<file path="config.mk">
export PLATFORM = sky130hd
export DESIGN_NAME = radix_digit_emitter_core
export DESIGN_NICKNAME = d
export VERILOG_FILES = /design/src/hw/rtl/rde_pkg.sv /design/src/hw/rtl/rde_ram.sv /design/src/hw/rtl/rde_front.sv /design/src/hw/rtl/rde_back.sv /design/src/hw/rtl/radix_digit_emitter_core.sv
export SDC_FILE = /design/constraint.sdc
export NUM_CORES = 1
export LEC_CHECK = 0
export CAP_MARGIN = 20
export CORE_MARGIN = 4
export CORE_UTILIZATION = 57
export DETAILED_ROUTE_END_ITERATION = 7
export DONT_BUFFER_PORTS = 1
export PLACE_DENSITY = 0.69
export SYNTH_ARGS = -nofsm -noshare
export SYNTH_HDL_FRONTEND = slang
export SYNTH_SLANG_ARGS = --single-unit
export TNS_END_PERCENT = 5
</file>
<file path="constraint.sdc">
create_clock -name clk -period 21 [get_ports clk]
set_clock_uncertainty 0.05 [all_clocks]
set_input_delay 2.1 -clock clk [delete_from_list [all_inputs] [get_ports clk]]
set_output_delay 2.1 -clock clk [all_outputs]
set_load 0.02 [all_outputs]
</file>
<file path="src/hw/rtl/rde_pkg.sv">
package rde_pkg;

  localparam int DEF_VALUE_BITS = 64;
  localparam int STEP_BITS      = 8;

  localparam logic [4:0] RADIX_MIN   = 5'd2;
  localparam logic [4:0] RADIX_MAX   = 5'd16;
  localparam logic [6:0] CHAR_ZERO   = 7'd48;
  localparam logic [6:0] CHAR_ALPHA  = 7'd55;
  localparam logic [6:0] CASE_OFFSET = 7'd32;

  typedef struct packed {
    logic [63:0] value;
    logic [4:0]  radix;
    logic        lowercase;
  } in_item_t;

  typedef struct packed {
    logic [6:0] digit_char;
    logic       last;
  } out_item_t;

  // head of the front queue as seen by the back end
  typedef struct packed {
    logic     valid;
    in_item_t item;
  } q_head_t;

  function automatic logic [6:0] digit_glyph(input logic [3:0] d, input logic lower);
    logic [6:0] c;
    if (d < 4'd10) begin
      c = CHAR_ZERO + {3'd0, d};
    end else begin
      c = CHAR_ALPHA + {3'd0, d};
      if (lower) begin
        c = c + CASE_OFFSET;
      end
    end
    return c;
  endfunction

endpackage

</file>
<file path="src/hw/rtl/rde_ram.sv">
module rde_ram #(
  parameter int WIDTH = 4,
  parameter int DEPTH = 64
) (
  input  logic                     clk,
  input  logic                     we,
  input  logic [$clog2(DEPTH)-1:0] waddr,
  input  logic [WIDTH-1:0]         wdata,
  input  logic                     re,
  input  logic [$clog2(DEPTH)-1:0] raddr,
  output logic [WIDTH-1:0]         rdata
);

  logic [WIDTH-1:0] mem [DEPTH];

  always_ff @(posedge clk) begin
    if (we) begin
      mem[waddr] <= wdata;
    end
    if (re) begin
      rdata <= mem[raddr];
    end
  end

endmodule

</file>
<file path="src/hw/rtl/rde_front.sv">
module rde_front (
  input  logic              clk,
  input  logic              rst_n,
  input  logic              in_push,
  output logic              in_full,
  input  rde_pkg::in_item_t in_item,
  output rde_pkg::q_head_t  q_head,
  input  logic              q_pop
);
  import rde_pkg::*;

  in_item_t   q_mem_r [2];
  logic       wptr_r, wptr_nxt;
  logic       rptr_r, rptr_nxt;
  logic [1:0] occ_r, occ_nxt;
  logic       accept;
  logic       radix_ok;
  logic       q_push;

  assign in_full = (occ_r == 2'd2);
  assign accept  = in_push && !in_full;

  always_comb begin
    radix_ok = in_item.radix inside {[RADIX_MIN:RADIX_MAX]};
  end

  // drop transactions with a base outside the supported range
  assign q_push = accept && radix_ok;

  always_comb begin
    wptr_nxt = wptr_r ^ q_push;
    rptr_nxt = rptr_r ^ q_pop;
    occ_nxt  = occ_r + {1'b0, q_push} - {1'b0, q_pop};
  end

  always_ff @(posedge clk) begin
    if (!rst_n) begin
      wptr_r <= 1'b0;
      rptr_r <= 1'b0;
      occ_r  <= 2'd0;
    end else begin
      wptr_r <= wptr_nxt;
      rptr_r <= rptr_nxt;
      occ_r  <= occ_nxt;
    end
  end

  always_ff @(posedge clk) begin
    if (q_push) begin
      q_mem_r[wptr_r] <= in_item;
    end
  end

  assign q_head.valid = (occ_r != 2'd0);
  assign q_head.item  = q_mem_r[rptr_r];

endmodule

</file>
<file path="src/hw/rtl/rde_back.sv">
module rde_back #(
  parameter int VALUE_BITS = rde_pkg::DEF_VALUE_BITS
) (
  input  logic               clk,
  input  logic               rst_n,
  input  rde_pkg::q_head_t   q_head,
  output logic               q_pop,
  output logic               out_empty,
  input  logic               out_pop,
  output rde_pkg::out_item_t out_item
);
  import rde_pkg::*;

  localparam int CHUNKS   = (VALUE_BITS + STEP_BITS - 1) / STEP_BITS;
  localparam int PAD_BITS = CHUNKS * STEP_BITS;
  localparam int CW       = (CHUNKS > 1) ? $clog2(CHUNKS) : 1;
  localparam int AW       = $clog2(VALUE_BITS);
  localparam int CNTW     = $clog2(VALUE_BITS + 1);

  typedef enum logic [3:0] {
    ST_IDLE = 4'b0001,
    ST_SCAN = 4'b0010,
    ST_DIV  = 4'b0100,
    ST_EMIT = 4'b1000
  } state_t;

  state_t              state_r, state_nxt;
  logic [PAD_BITS-1:0] val_r, val_nxt;
  logic [4:0]          radix_r, radix_nxt;
  logic                lower_r, lower_nxt;
  logic [3:0]          rem_r, rem_nxt;
  logic [CW-1:0]       chunk_r, chunk_nxt;
  logic [CNTW-1:0]     ndig_r, ndig_nxt;
  logic [CNTW-1:0]     rd_cnt_r, rd_cnt_nxt;

  logic [CW-1:0]       top_chunk;
  logic [STEP_BITS-1:0] quo_byte;
  logic [3:0]          rem_step;

  logic                ram_we;
  logic                ram_re;
  logic [CNTW-1:0]     rd_addr_full;
  logic [AW-1:0]       rd_addr;
  logic [3:0]          ram_rdata;

  logic                infl_r;
  logic                infl_last_r;
  logic                infl_lower_r;

  out_item_t           buf_r [2];
  logic                buf_wptr_r, buf_rptr_r;
  logic [1:0]          occ_r, occ_nxt;
  logic                pop_acc;
  logic [2:0]          credit_used;

  // highest chunk of the current value that holds a set bit
  always_comb begin
    top_chunk = '0;
    for (int i = 0; i < CHUNKS; i++) begin
      if (|val_r[i*STEP_BITS +: STEP_BITS]) begin
        top_chunk = CW'(i);
      end
    end
  end

  // restoring long division of one chunk by the radix, one bit per step
  always_comb begin
    logic [3:0]           r;
    logic [4:0]           t;
    logic [STEP_BITS-1:0] dbyte;
    r     = rem_r;
    dbyte = val_r[chunk_r*STEP_BITS +: STEP_BITS];
    for (int b = STEP_BITS - 1; b >= 0; b--) begin
      t = {r, dbyte[b]};
      if (t >= radix_r) begin
        quo_byte[b] = 1'b1;
        t = t - radix_r;
      end else begin
        quo_byte[b] = 1'b0;
      end
      r = t[3:0];
    end
    rem_step = r;
  end

  assign pop_acc     = out_pop && !out_empty;
  assign credit_used = {1'b0, occ_r} + {2'b0, infl_r} - {2'b0, pop_acc};

  assign rd_addr_full = rd_cnt_r - CNTW'(1);
  assign rd_addr      = rd_addr_full[AW-1:0];

  always_comb begin
    state_nxt  = state_r;
    val_nxt    = val_r;
    radix_nxt  = radix_r;
    lower_nxt  = lower_r;
    rem_nxt    = rem_r;
    chunk_nxt  = chunk_r;
    ndig_nxt   = ndig_r;
    rd_cnt_nxt = rd_cnt_r;
    q_pop      = 1'b0;
    ram_we     = 1'b0;
    ram_re     = 1'b0;
    case (state_r)
      ST_IDLE: begin
        if (q_head.valid) begin
          q_pop     = 1'b1;
          val_nxt   = PAD_BITS'(q_head.item.value[VALUE_BITS-1:0]);
          radix_nxt = q_head.item.radix;
          lower_nxt = q_head.item.lowercase;
          ndig_nxt  = '0;
          state_nxt = ST_SCAN;
        end
      end
      ST_SCAN: begin
        // a zero value still runs one pass so that it yields a single zero digit
        if ((val_r == '0) && (ndig_r != '0)) begin
          rd_cnt_nxt = ndig_r;
          state_nxt  = ST_EMIT;
        end else begin
          chunk_nxt = top_chunk;
          rem_nxt   = 4'd0;
          state_nxt = ST_DIV;
        end
      end
      ST_DIV: begin
        val_nxt[chunk_r*STEP_BITS +: STEP_BITS] = quo_byte;
        rem_nxt = rem_step;
        if (chunk_r == '0) begin
          ram_we    = 1'b1;
          ndig_nxt  = ndig_r + CNTW'(1);
          state_nxt = ST_SCAN;
        end else begin
          chunk_nxt = chunk_r - CW'(1);
        end
      end
      ST_EMIT: begin
        if (rd_cnt_r == '0) begin
          state_nxt = ST_IDLE;
        end else if (credit_used < 3'd2) begin
          ram_re     = 1'b1;
          rd_cnt_nxt = rd_cnt_r - CNTW'(1);
        end
      end
      default: begin
        state_nxt = ST_IDLE;
      end
    endcase
  end

  always_ff @(posedge clk) begin
    if (!rst_n) begin
      state_r <= ST_IDLE;
      infl_r  <= 1'b0;
    end else begin
      state_r <= state_nxt;
      infl_r  <= ram_re;
    end
  end

  always_ff @(posedge clk) begin
    val_r        <= val_nxt;
    radix_r      <= radix_nxt;
    lower_r      <= lower_nxt;
    rem_r        <= rem_nxt;
    chunk_r      <= chunk_nxt;
    ndig_r       <= ndig_nxt;
    rd_cnt_r     <= rd_cnt_nxt;
    infl_last_r  <= (rd_cnt_r == CNTW'(1));
    infl_lower_r <= lower_r;
  end

  // digits land least significant first and are read back in reverse
  rde_ram #(
    .WIDTH (4),
    .DEPTH (VALUE_BITS)
  ) u_digit_ram (
    .clk   (clk),
    .we    (ram_we),
    .waddr (ndig_r[AW-1:0]),
    .wdata (rem_step),
    .re    (ram_re),
    .raddr (rd_addr),
    .rdata (ram_rdata)
  );

  // two-entry output buffer, filled only against free credit
  always_comb begin
    occ_nxt = occ_r + {1'b0, infl_r} - {1'b0, pop_acc};
  end

  always_ff @(posedge clk) begin
    if (!rst_n) begin
      occ_r      <= 2'd0;
      buf_wptr_r <= 1'b0;
      buf_rptr_r <= 1'b0;
    end else begin
      occ_r      <= occ_nxt;
      buf_wptr_r <= buf_wptr_r ^ infl_r;
      buf_rptr_r <= buf_rptr_r ^ pop_acc;
    end
  end

  always_ff @(posedge clk) begin
    if (infl_r) begin
      buf_r[buf_wptr_r].digit_char <= digit_glyph(ram_rdata, infl_lower_r);
      buf_r[buf_wptr_r].last       <= infl_last_r;
    end
  end

  assign out_empty = (occ_r == 2'd0);
  assign out_item  = buf_r[buf_rptr_r];

  a_buf_credit: assert property (@(posedge clk) disable iff (!rst_n)
    ({1'b0, occ_r} + {2'b0, infl_r}) <= 3'd2)
    else $error("output buffer credit exceeded");

  a_rem_range: assert property (@(posedge clk) disable iff (!rst_n)
    (state_r == ST_DIV) |-> (rem_r < radix_r))
    else $error("partial remainder not below radix");

  a_digit_count: assert property (@(posedge clk) disable iff (!rst_n)
    (state_r == ST_DIV) |-> (ndig_r < CNTW'(VALUE_BITS)))
    else $error("digit count beyond value width");

  a_emit_done: assert property (@(posedge clk) disable iff (!rst_n)
    (state_r == ST_EMIT && rd_cnt_r == '0) |=> (state_r == ST_IDLE))
    else $error("emit phase did not finish");

endmodule

</file>
<file path="src/hw/rtl/radix_digit_emitter_core.sv">
// Radix digit emitter: converts an unsigned value into ASCII digits in base 2..16.
//
// Input channel: queue style, in_push / in_full. One transaction carries value,
// radix and lowercase. A transaction with a radix outside 2..16 is taken and
// dropped without any result.
// Result channel: queue style, out_empty / out_pop. One transaction per digit,
// most significant first; last is set on the final digit. Zero yields one '0'.
// Timing: a two-entry input queue decouples intake from conversion. Each digit
// takes a scan step and then a division step for each 8-bit chunk, from the
// highest set chunk of the current quotient down. Digits are then read back from
// the digit RAM at one per cycle while the output buffer has free credit, once the
// sequencer has passed from the last division pass through the scan state.
// The division unit (8 bits per cycle) sets the rate unless the output stalls.
// Reset: synchronous rst_n clears the queues and the sequencer; no memory sweep.
// Stall: when out_pop stays low the two-entry output buffer fills and digit
// readout holds; the input queue keeps accepting until it is full.
module radix_digit_emitter_core #(
  parameter int VALUE_BITS = rde_pkg::DEF_VALUE_BITS
) (
  input  logic               clk,
  input  logic               rst_n,
  input  logic               in_push,
  output logic               in_full,
  input  rde_pkg::in_item_t  in_item,
  output logic               out_empty,
  input  logic               out_pop,
  output rde_pkg::out_item_t out_item
);
  import rde_pkg::*;

  q_head_t q_head;
  logic    q_pop;

  rde_front u_front (
    .clk     (clk),
    .rst_n   (rst_n),
    .in_push (in_push),
    .in_full (in_full),
    .in_item (in_item),
    .q_head  (q_head),
    .q_pop   (q_pop)
  );

  rde_back #(
    .VALUE_BITS (VALUE_BITS)
  ) u_back (
    .clk       (clk),
    .rst_n     (rst_n),
    .q_head    (q_head),
    .q_pop     (q_pop),
    .out_empty (out_empty),
    .out_pop   (out_pop),
    .out_item  (out_item)
  );

endmodule

</file>
[Word-level counts from Yosys, hierarchy flattened]
Memories as Yosys holds them, arrays and structs flattened. A register that Yosys moved wholly into a read port is not among the register bits.
Index checks and enable logic that the tools add are counted.
Operators by class
  add/subtract/negate cells: 21
  magnitude comparators: 12
  eq/ne operators: 14
  shift operators: 3
  mux-type cells: 61
  bitwise operators: 4
  reductions and logical operators: 30
Operators by type and width (count)
  case mux 64 bit (2 select lines): 1
  bitwise mux 64 bit: 1
  zero test 64 bit: 1
  2-to-1 mux 64 bit: 1
  variable shift 8 x 34 -> 64 bit, first input constant: 1
  variable part select 64 x 7 -> 8 bit: 1
  variable part select 8 x 34 -> 64 bit: 1
  2-to-1 mux 7 bit: 8
  OR reduction 8 bit: 7
  2-to-1 mux 4 bit: 13
  >= comparator 5 bit: 8
  negator 6 -> 34 bit: 1
  subtractor 4 bit: 8
  case mux 7 bit (2 select lines): 2
  2-to-1 mux 1 bit: 24
  2-to-1 mux 3 bit: 6
  case mux 4 bit (4 select lines): 1
  adder 6 x 4 -> 7 bit, first input constant: 2
  AND reduction 3 bit: 3
  inequality test 2 x 1 -> 1 bit, second input constant: 4
  inequality test 2 bit, second input constant: 4
  case mux 4 bit (2 select lines): 1
  nonzero test 2 bit: 4
  adder 7 x 1 -> 7 bit, second input constant: 1
  28 further kinds: 41
Word-level totals
  register bits: 106
  RAM bits: 412
  input bits: 74
  output and inout port bits: 10
  word-level logic and storage cells: 165
  memories kept: 3
Memory list
  u_back.u_digit_ram.mem: depth 64, width 4, rd ports 1, clocked after Yosys merged registers in 1, write ports 1, line rde_ram.sv:14  | logic [WIDTH-1:0] mem [DEPTH];
  u_front.q_mem_r: depth 2, width 70, rd ports 1, clocked after Yosys merged registers in 1, write ports 1, line rde_front.sv:12  | in_item_t q_mem_r [2];
  u_back.buf_r: depth 2, width 8, rd ports 1, clocked after Yosys merged registers in 1, write ports 1, line rde_back.sv:50  | out_item_t buf_r [2];

[Depth between registers and ports, before layout]
Gate-level depths: netlist of run 1.
  word-level depth: 20
  gate-level depth with buffers: 53
  mapped depth without buffers: 49

[Hierarchy]
A second synthesis of run 1 with hierarchy kept.
Second synthesis, totals
  cells, all modules: 1435
  area total of the unflattened synthesis: 23742.8 µm²
Modules (own cells, without submodules)
  rde_ram: instances 1, cells an instance 521, area an instance 10447.5 µm², sequential area each 7807.5 µm²
  rde_back: instances 1, cells an instance 669, area an instance 7619.8 µm², sequential area each 3453.3 µm²
  rde_front: instances 1, cells an instance 245, area an instance 5675.4 µm², sequential area each 4304.1 µm²

[Worst setup path after synthesis of run 1]
Ideal clock, no wire load.
  kind: register to register
  start point: register u_back.chunk_r[0]
  end point: memory u_back.u_digit_ram.mem[0][0], data pin
  library setup time: 568 ps
  arrival: 12169 ps
  slack: 8213 ps
  cell stages (with the launch flop): 48
  period minus slack after synthesis: 12787 ps
  path through: edfxtp_1 buf_6 buf_6 mux4_2 mux2i_1 ha_1 nand2b_1 a31oi_1 o21ai_1 nor2_1 nor2_1 ha_1 o211ai_1 o21ai_1 mux2_2 inv_1 ha_1 a21o_1 [12 not listed] ha_1 a21o_1 a31oi_1 o21ai_0 buf_2 a211oi_1 or2_1 ha_1 o211ai_1 o21ai_0 clkbuf_1 nand2_1 o21ai_0 inv_1 ha_1 nor3b_1 o31a_1 mux2i_1
Between the ends
  cells in the longest elaborated chain, start to end: 17
  elaborated cells on any way between the ends: 25
  those cells by class: add/sub (8); order compare (8); shift (1); mux (8)
Ends and longest elaborated chain
  start, declared: line rde_back.sv:32  | logic [CW-1:0] chunk_r, chunk_nxt;
  start signal, assigned: line rde_back.sv:166  | chunk_r <= chunk_nxt;
  variable part select 64 x 7 -> 8 bit *: line rde_back.sv:72  | dbyte = val_r[chunk_r*STEP_BITS +: STEP_BITS];
  subtractor 4 bit or >= comparator 5 bit (tied branches): line rde_back.sv:77, rde_back.sv:75
  2-to-1 mux 4 bit: line rde_back.sv:75  | if (t >= radix_r) begin
  subtractor 4 bit or >= comparator 5 bit (tied branches): line rde_back.sv:77, rde_back.sv:75
  2-to-1 mux 4 bit: line rde_back.sv:75
  subtractor 4 bit or >= comparator 5 bit (tied branches): line rde_back.sv:77, rde_back.sv:75
  2-to-1 mux 4 bit: line rde_back.sv:75
  subtractor 4 bit or >= comparator 5 bit (tied branches): line rde_back.sv:77, rde_back.sv:75
  [2 not listed]
  2-to-1 mux 4 bit: line rde_back.sv:75
  subtractor 4 bit or >= comparator 5 bit (tied branches): line rde_back.sv:77, rde_back.sv:75
  2-to-1 mux 4 bit: line rde_back.sv:75
  subtractor 4 bit or >= comparator 5 bit (tied branches): line rde_back.sv:77, rde_back.sv:75
  2-to-1 mux 4 bit: line rde_back.sv:75
  >= comparator 5 bit: line rde_back.sv:75
  2-to-1 mux 4 bit *: line rde_back.sv:75
  net u_back.rem_step[0]: line rde_back.sv:38  | logic [3:0] rem_step;
  end, declared: line rde_ram.sv:14
The timed path passes the listed nets; every way through them passes the cells marked *.

[Worst setup path after layout of run 1]
  start point: register u_back.chunk_r[1]
  end point: memory u_back.u_digit_ram.mem[62][0], data pin
The elaborated chain is that of the path after synthesis.

==> metrics.yaml, run 1 <==
synthesis:
  synth_top_area_cell: "edfxtp_1"
  synth-main-ff-cell: "edfxtp_1"
  synth_cell_type_count: 64
  synth-edff-count: 507
  synth_warnings: 0
  synth.avg_cell_area_sq_um: 16.0
  synth_seq_area_share: 0.675
  synth_area_sq_um: 23100
  yosys_register_bits: 524
  synth_area_leaders: "edfxtp_1, mux4_2, mux2i_1"
  yosysTopAreaCellShare: 0.660
  synth_nets: 1576
  syn_inst: 1437
  synthArstFlopShare: 0
worst_setup_path:
  reg2reg_from: "u_back.chunk_r[1]"
  rr_worst_depth: 45
  slowest_stage: "edfxtp_1"
  worst_ep_required_time_ns: 21.25
  cp.buffers_inverters: 5
  timing.critical_path.from: "u_back.chunk_r[1]"
  r2r_setup_slack_ns: 7.43
  cpMostUsedCell: "ha_1"
  cp-start-kind: "register"
  critPathTopFamily: "compound AO/OA/AOI/OAI gates"
  endpoint: "u_back.u_digit_ram.mem[62][0]"
  timing.rr.end: "u_back.u_digit_ram.mem[62][0]"
  end_kind: "register"
  crit_path_max_incr_delay_ns: 0.88
  worst_ep_arrival_time_ns: 13.82
  critical_path_class: "reg -> reg"
  crit_path_max_fanout: 65
  cp.depth: 45
grt:
  grt_max_degree: 78
  grt_pass1_vias: 12500
  grt_first_pass_wirelength_mm: 74.7
  gr-total-overflow: 0
  antenna_found_initial: 0
  grt_usage: 0.223
cts:
  cts_hold_buffers: 0
  path_clk_slew_ns: 0.06
  cts_tree: "yes"
  cts_resized: 0
  clkLatencyLatePin_ns: 0.60
  cts_buffers: 53
  post-cts-setup-buffers: 0
  clock_path_buffers: 3
  clockRootBuffer: "clkbuf_16"
  clock-sinks: 524
  cts-htree-levels: 2
flow_run:
  maxCapViolCount: 0
detailed_routing:
  ant_nets: 0
  routed_wl_mm: 48.8
  dr_total_vias: 12300
  viasPerCell: 6.12
  drc: 0
  drt-initial-drc-count: 913
  post_drt_wl_per_cell_um: 24.2
  drtPass1Iterations: 5
sta:
  fin_tns_setup_ns: 0
  period_share: 0.646
  slew_headroom: 0.353
  max_freq_ghz: 0.0737
  report.final.slew_viol_count: 0
  fin_crit_ns: 13.57
  final-hold-violation-count: 0
  rsz0062_at_grt: "no"
  worst_pin_slew_ns: 0.971
  setup_violations: 0
finish:
  drive_gt1_frac: 0.160
  nets: 1587
  areaGrowthSynthToFinish_pct: 10.5
  diodes: 0
hold_path:
  min_path_type: "reg -> reg"
placed_design:
  numPortBuffers: 0
  gp_congestion: 0.899
  dp_hpwl_mm: 32.8
status:
  status: "complete, no violations"
floorplan:
  dieArea_sq_um: 43700
  die_h_um: 209
  start_util: 0.579
  rows: 73
  ios: 84
  core_sq_um: 39800
  die_w_um: 209
## metrics by stage
step                 util  cells  instance area, sq um  hold WS [ns]  worst slack (ns)
floorplan               -   1437                 23100         0.273              8.21
global placement    0.592   1914                 23600         0.286              7.40
detailed placement  0.592   1914                 23600         0.290              6.92
CTS                 0.639   2010                 25400         0.304              6.88
global route        0.640   2014                 25500         0.308              6.34
finish              0.640   2014                 25500         0.300              7.43
## registers in the layout (all words and copies together), names as in the netlist, 2 cells and up, named ones only
register and flops:
u_back.u_digit_ram.mem 256, u_back.u_digit_ram.rdata 4, u_back.ndig_r 7, u_back.rd_cnt_r 7, u_front.occ_r 2, u_back.rem_r 4, u_back.state_r 4, u_back.radix_r 5
u_back.occ_r 2, u_front.q_mem_r 140, u_back.chunk_r 3, u_back.val_r 64, u_back.buf_r 16
## layout by cell type (no fill, tap or decap), drive strengths merged, types with 12 or more instances in the layout
cell	netlist	final
xor2	14	14
bufinv	0	12
buf	29	21
ha	56	56
xnor2	18	18
a21oi	33	33
nand2	79	79
a21o	15	15
edfxtp	507	507
nor2	115	115
nand2b	18	18
mux2i	79	79
dfxtp	17	17
o22ai	67	67
o21ai	32	32
clkbuf	36	57
inv	46	47
clkinv	1	24
mux2	20	20
and2	13	13
nand3	25	25
mux4	88	88
nor4	17	17
## cells in the mapped netlist, drive strengths merged (6+ instances only)
cell type and count:
edfxtp 507, nor2 115, mux4 88, mux2i 79, nand2 79, o22ai 67, ha 56, inv 46
clkbuf 36, a21oi 33, o21ai 32, buf 29, nand3 25, mux2 20, nand2b 18, xnor2 18
dfxtp 17, nor4 17, a21o 15, xor2 14, and2 13, nor2b 11, nor3 11, a211oi 9
fa 9, a31oi 6, nand4 6, o31ai 6, or2 6
## worst min path at each step
| stage | start | to | slack (ns) | cells after the start |
|---|---|---|---|---|
| 2_1_floorplan | u_back.lower_r | u_back.infl_lower_r | 0.27 | 0 |
| 3_3_place_gp | u_back.lower_r | u_back.infl_lower_r | 0.29 | 0 |
| 3_5_place_dp | u_back.lower_r | u_back.infl_lower_r | 0.29 | 0 |
| 4_1_cts | u_back.lower_r | u_back.infl_lower_r | 0.30 | 0 |
| 6_report | u_back.lower_r | u_back.infl_lower_r | 0.30 | 0 |
| 5_1_grt | u_back.lower_r | u_back.infl_lower_r | 0.31 | 0 |
## worst reg2reg max path, delay by kind of cell (launching register included)
family                   cells  cell delay (ns)
adder cells (fa/ha/maj)      8             2.14
AO/OA/AOI/OAI               19             5.09
AND/OR/NAND/NOR              5             0.90
flip-flops                   1             0.88
buffers and inverters        5             1.21
multiplexers                 8             2.91
## logic make-up after synthesis
logic type / after synthesis / synth area share
adder cells (fa/ha/maj): 65 / 0.0382
AND/OR/NAND/NOR: 326 / 0.0679
multiplexers: 187 / 0.130
buffers and inverters: 112 / 0.0217
flip-flops: 524 / 0.675
XOR/XNOR: 32 / 0.0122
AO/OA/AOI/OAI: 191 / 0.0547
## final cells by class
class	count	area, sq um
Clock buffer	57	1340
Clock inverter	39	505
Fill cell	2862	14300
Inverter	47	176
Multi-Input combinational cell	801	7060
Sequential cell	524	15600
Tap cell	525	657
Timing Repair Buffer	21	178
## metal layers
layer / routed length [um] / vias to the layer above / global-route usage
li1: - / 5649 / -
met3: 3220 / 122 / 0.0440
met4: 2050 / 0 / 0.0934
met1: 18800 / 6115 / 0.282
met5: 0 / - / 0
met2: 24700 / 446 / 0.380
Power of run 1 is not shown: default switching activity piles up to over one toggle a cycle in this logic, so the estimate is an artifact.
==> run 2, diff against run 1 <==
Clock period 21 ns to 13.7 ns, I/O delays scaled along.
==> metrics.yaml, run 2 (synthesis gave the netlist of run 1 again) <==
finish:
  layout_common_cells: "edfxtp_1, nor2_1, mux4_2"
  nets: 1589  # +0.13%
  areaGrowthSynthToFinish_pct: 10.1
  layout.cells.most_common: "edfxtp_1"
  regMostFlops: "u_back.u_digit_ram.mem"
  largest_registers: "u_back.u_digit_ram.mem x256, u_front.q_mem_r x140, u_back.val_r x64"
  diodes: 0  # unchanged
  final_area_sq_um: 25400  # -0.37%
  nFillCells: 2928  # +2.3%
  largest_register_ffs: 256  # unchanged
  drive_gt1_frac: 0.160  # +0.000349
flow_run:
  maxCapViolCount: 0  # unchanged
detailed_routing:
  dr_total_vias: 12500  # +1.1%
  drtPass1Iterations: 5  # unchanged
  ant_nets: 0  # unchanged
  drc: 0  # unchanged
  drt-initial-drc-count: 1125  # +23%
  routed_wl_mm: 49.2  # +0.97%
  post_drt_wl_per_cell_um: 24.4  # +0.82%
  viasPerCell: 6.18  # +0.96%
cts:
  cts-htree-levels: 2  # unchanged
  cts_tree: "yes"
  clock_path_buffers: 3  # unchanged
  cts_hold_buffers: 0  # unchanged
  clock-sinks: 524  # unchanged
  clockRootBuffer: "clkbuf_16"
  clkLatencyLatePin_ns: 0.61  # about the same
  path_clk_slew_ns: 0.06  # about the same
  post-cts-setup-buffers: 0  # unchanged
  cts_resized: 0  # unchanged
  cts_buffers: 52  # -1.9%
worst_setup_path:
  worst_ep_required_time_ns: 13.97  # -7.28 ns
  r2r_setup_slack_ns: 0.91  # -6.52 ns
  critical_path_class: "reg -> reg"
  end_kind: "register"
  crit_path_max_fanout: 42  # -35%
  cpMostUsedCell: "ha_1"
  slowest_stage: "o31ai_2"
  crit_path_max_incr_delay_ns: 0.63  # -0.25 ns
  cp-start-kind: "register"
  worst_ep_arrival_time_ns: 13.05  # -0.77 ns
  rr_worst_depth: 43  # -4.4%
grt:
  grt_pass1_vias: 12700  # +1.8%
  grt_first_pass_wirelength_mm: 76.4  # +2.2%
  grt_max_degree: 78  # unchanged
  gr-total-overflow: 0  # unchanged
  antenna_found_initial: 0  # unchanged
  grt_usage: 0.227  # +0.00423
placed_design:
  dp_hpwl_mm: 32.9  # +0.17%
  numPortBuffers: 0  # unchanged
  placed_area_sq_um: 23600  # +0.16%
  gp_congestion: 0.923  # +2.7%
sta:
  rsz0062_at_grt: "no"
  max_freq_ghz: 0.0782  # +6.1%
  period_share: 0.934  # +0.287
  report.final.slew_viol_count: 0  # unchanged
  slew_headroom: 0.340  # -0.0126
  fin_tns_setup_ns: 0  # unchanged
  final-hold-violation-count: 0  # unchanged
  worst_pin_slew_ns: 0.990  # +0.0189 ns
  fin_crit_ns: 12.79  # -0.781 ns
  setup_violations: 0  # unchanged
hold_path:
  hold_depth: 0  # unchanged
  min_path_type: "reg -> reg"
floorplan:
  ios: 84  # unchanged
  die_h_um: 209  # unchanged
  start_util: 0.579  # unchanged
  rows: 73  # unchanged
  dieArea_sq_um: 43700  # unchanged
  die_w_um: 209  # unchanged
  core_sq_um: 39800  # unchanged
status:
  status: "complete, no violations"
[run 2: path summary, 6_finish.rpt]
path,endpoint,start
max,u_back.u_digit_ram.mem[57][1],u_back.chunk_r[0]
min reg2reg,u_back.infl_lower_r,u_back.lower_r
max reg2reg,u_back.u_digit_ram.mem[57][1],u_back.chunk_r[0]
min,u_back.infl_lower_r,u_back.lower_r
[run 2: layout make-up]
class	instances	area [sq um]	share of cell area
Clock inverter	32	344	0.0136
Tap cell	525	657	0.0259
Sequential cell	524	15600	0.613
Timing Repair Buffer	24	203	0.00798
Clock buffer	64	1370	0.0539
Inverter	47	176	0.00695
Multi-Input combinational cell	801	7080	0.279
[run 2: worst max-delay path, delay by kind of cell (launching register included)]
family | cells | cell delay [ns]
compound gates | 20 | 4.83
fa+ha+maj | 8 | 2.42
simple gates | 5 | 0.87
buf+inv | 3 | 0.66
mux | 7 | 3.14
flops | 1 | 0.46
[run 2: metal layers]
metal / global-route usage / part of all wire / wire (um) / vias up
met2: 0.381 / 0.50 / 24700 / 467
met4: 0.0774 / 0.036 / 1780 / 0
met3: 0.0444 / 0.068 / 3330 / 117
met5: 0 / 0 / 0 / -
met1: 0.302 / 0.39 / 19400 / 6232
li1: - / - / - / 5653
[run 2: stage by stage]
| stage | setup slack [ns] | hold slack, ns | util | cells |
|---|---|---|---|---|
| 3_3_place_gp | 0.936 | 0.281 | 0.593 | 1918 |
| 2_1_floorplan | 0.913 | 0.273 | - | 1437 |
| 6_report | 0.910 | 0.297 | 0.638 | 2017 |
| 5_1_grt | 0.0905 | 0.306 | 0.638 | 2017 |
| 4_1_cts | 0.348 | 0.299 | 0.636 | 2014 |
| 3_5_place_dp | 0.501 | 0.280 | 0.593 | 1918 |
Power of run 2 is left out for the same reason.
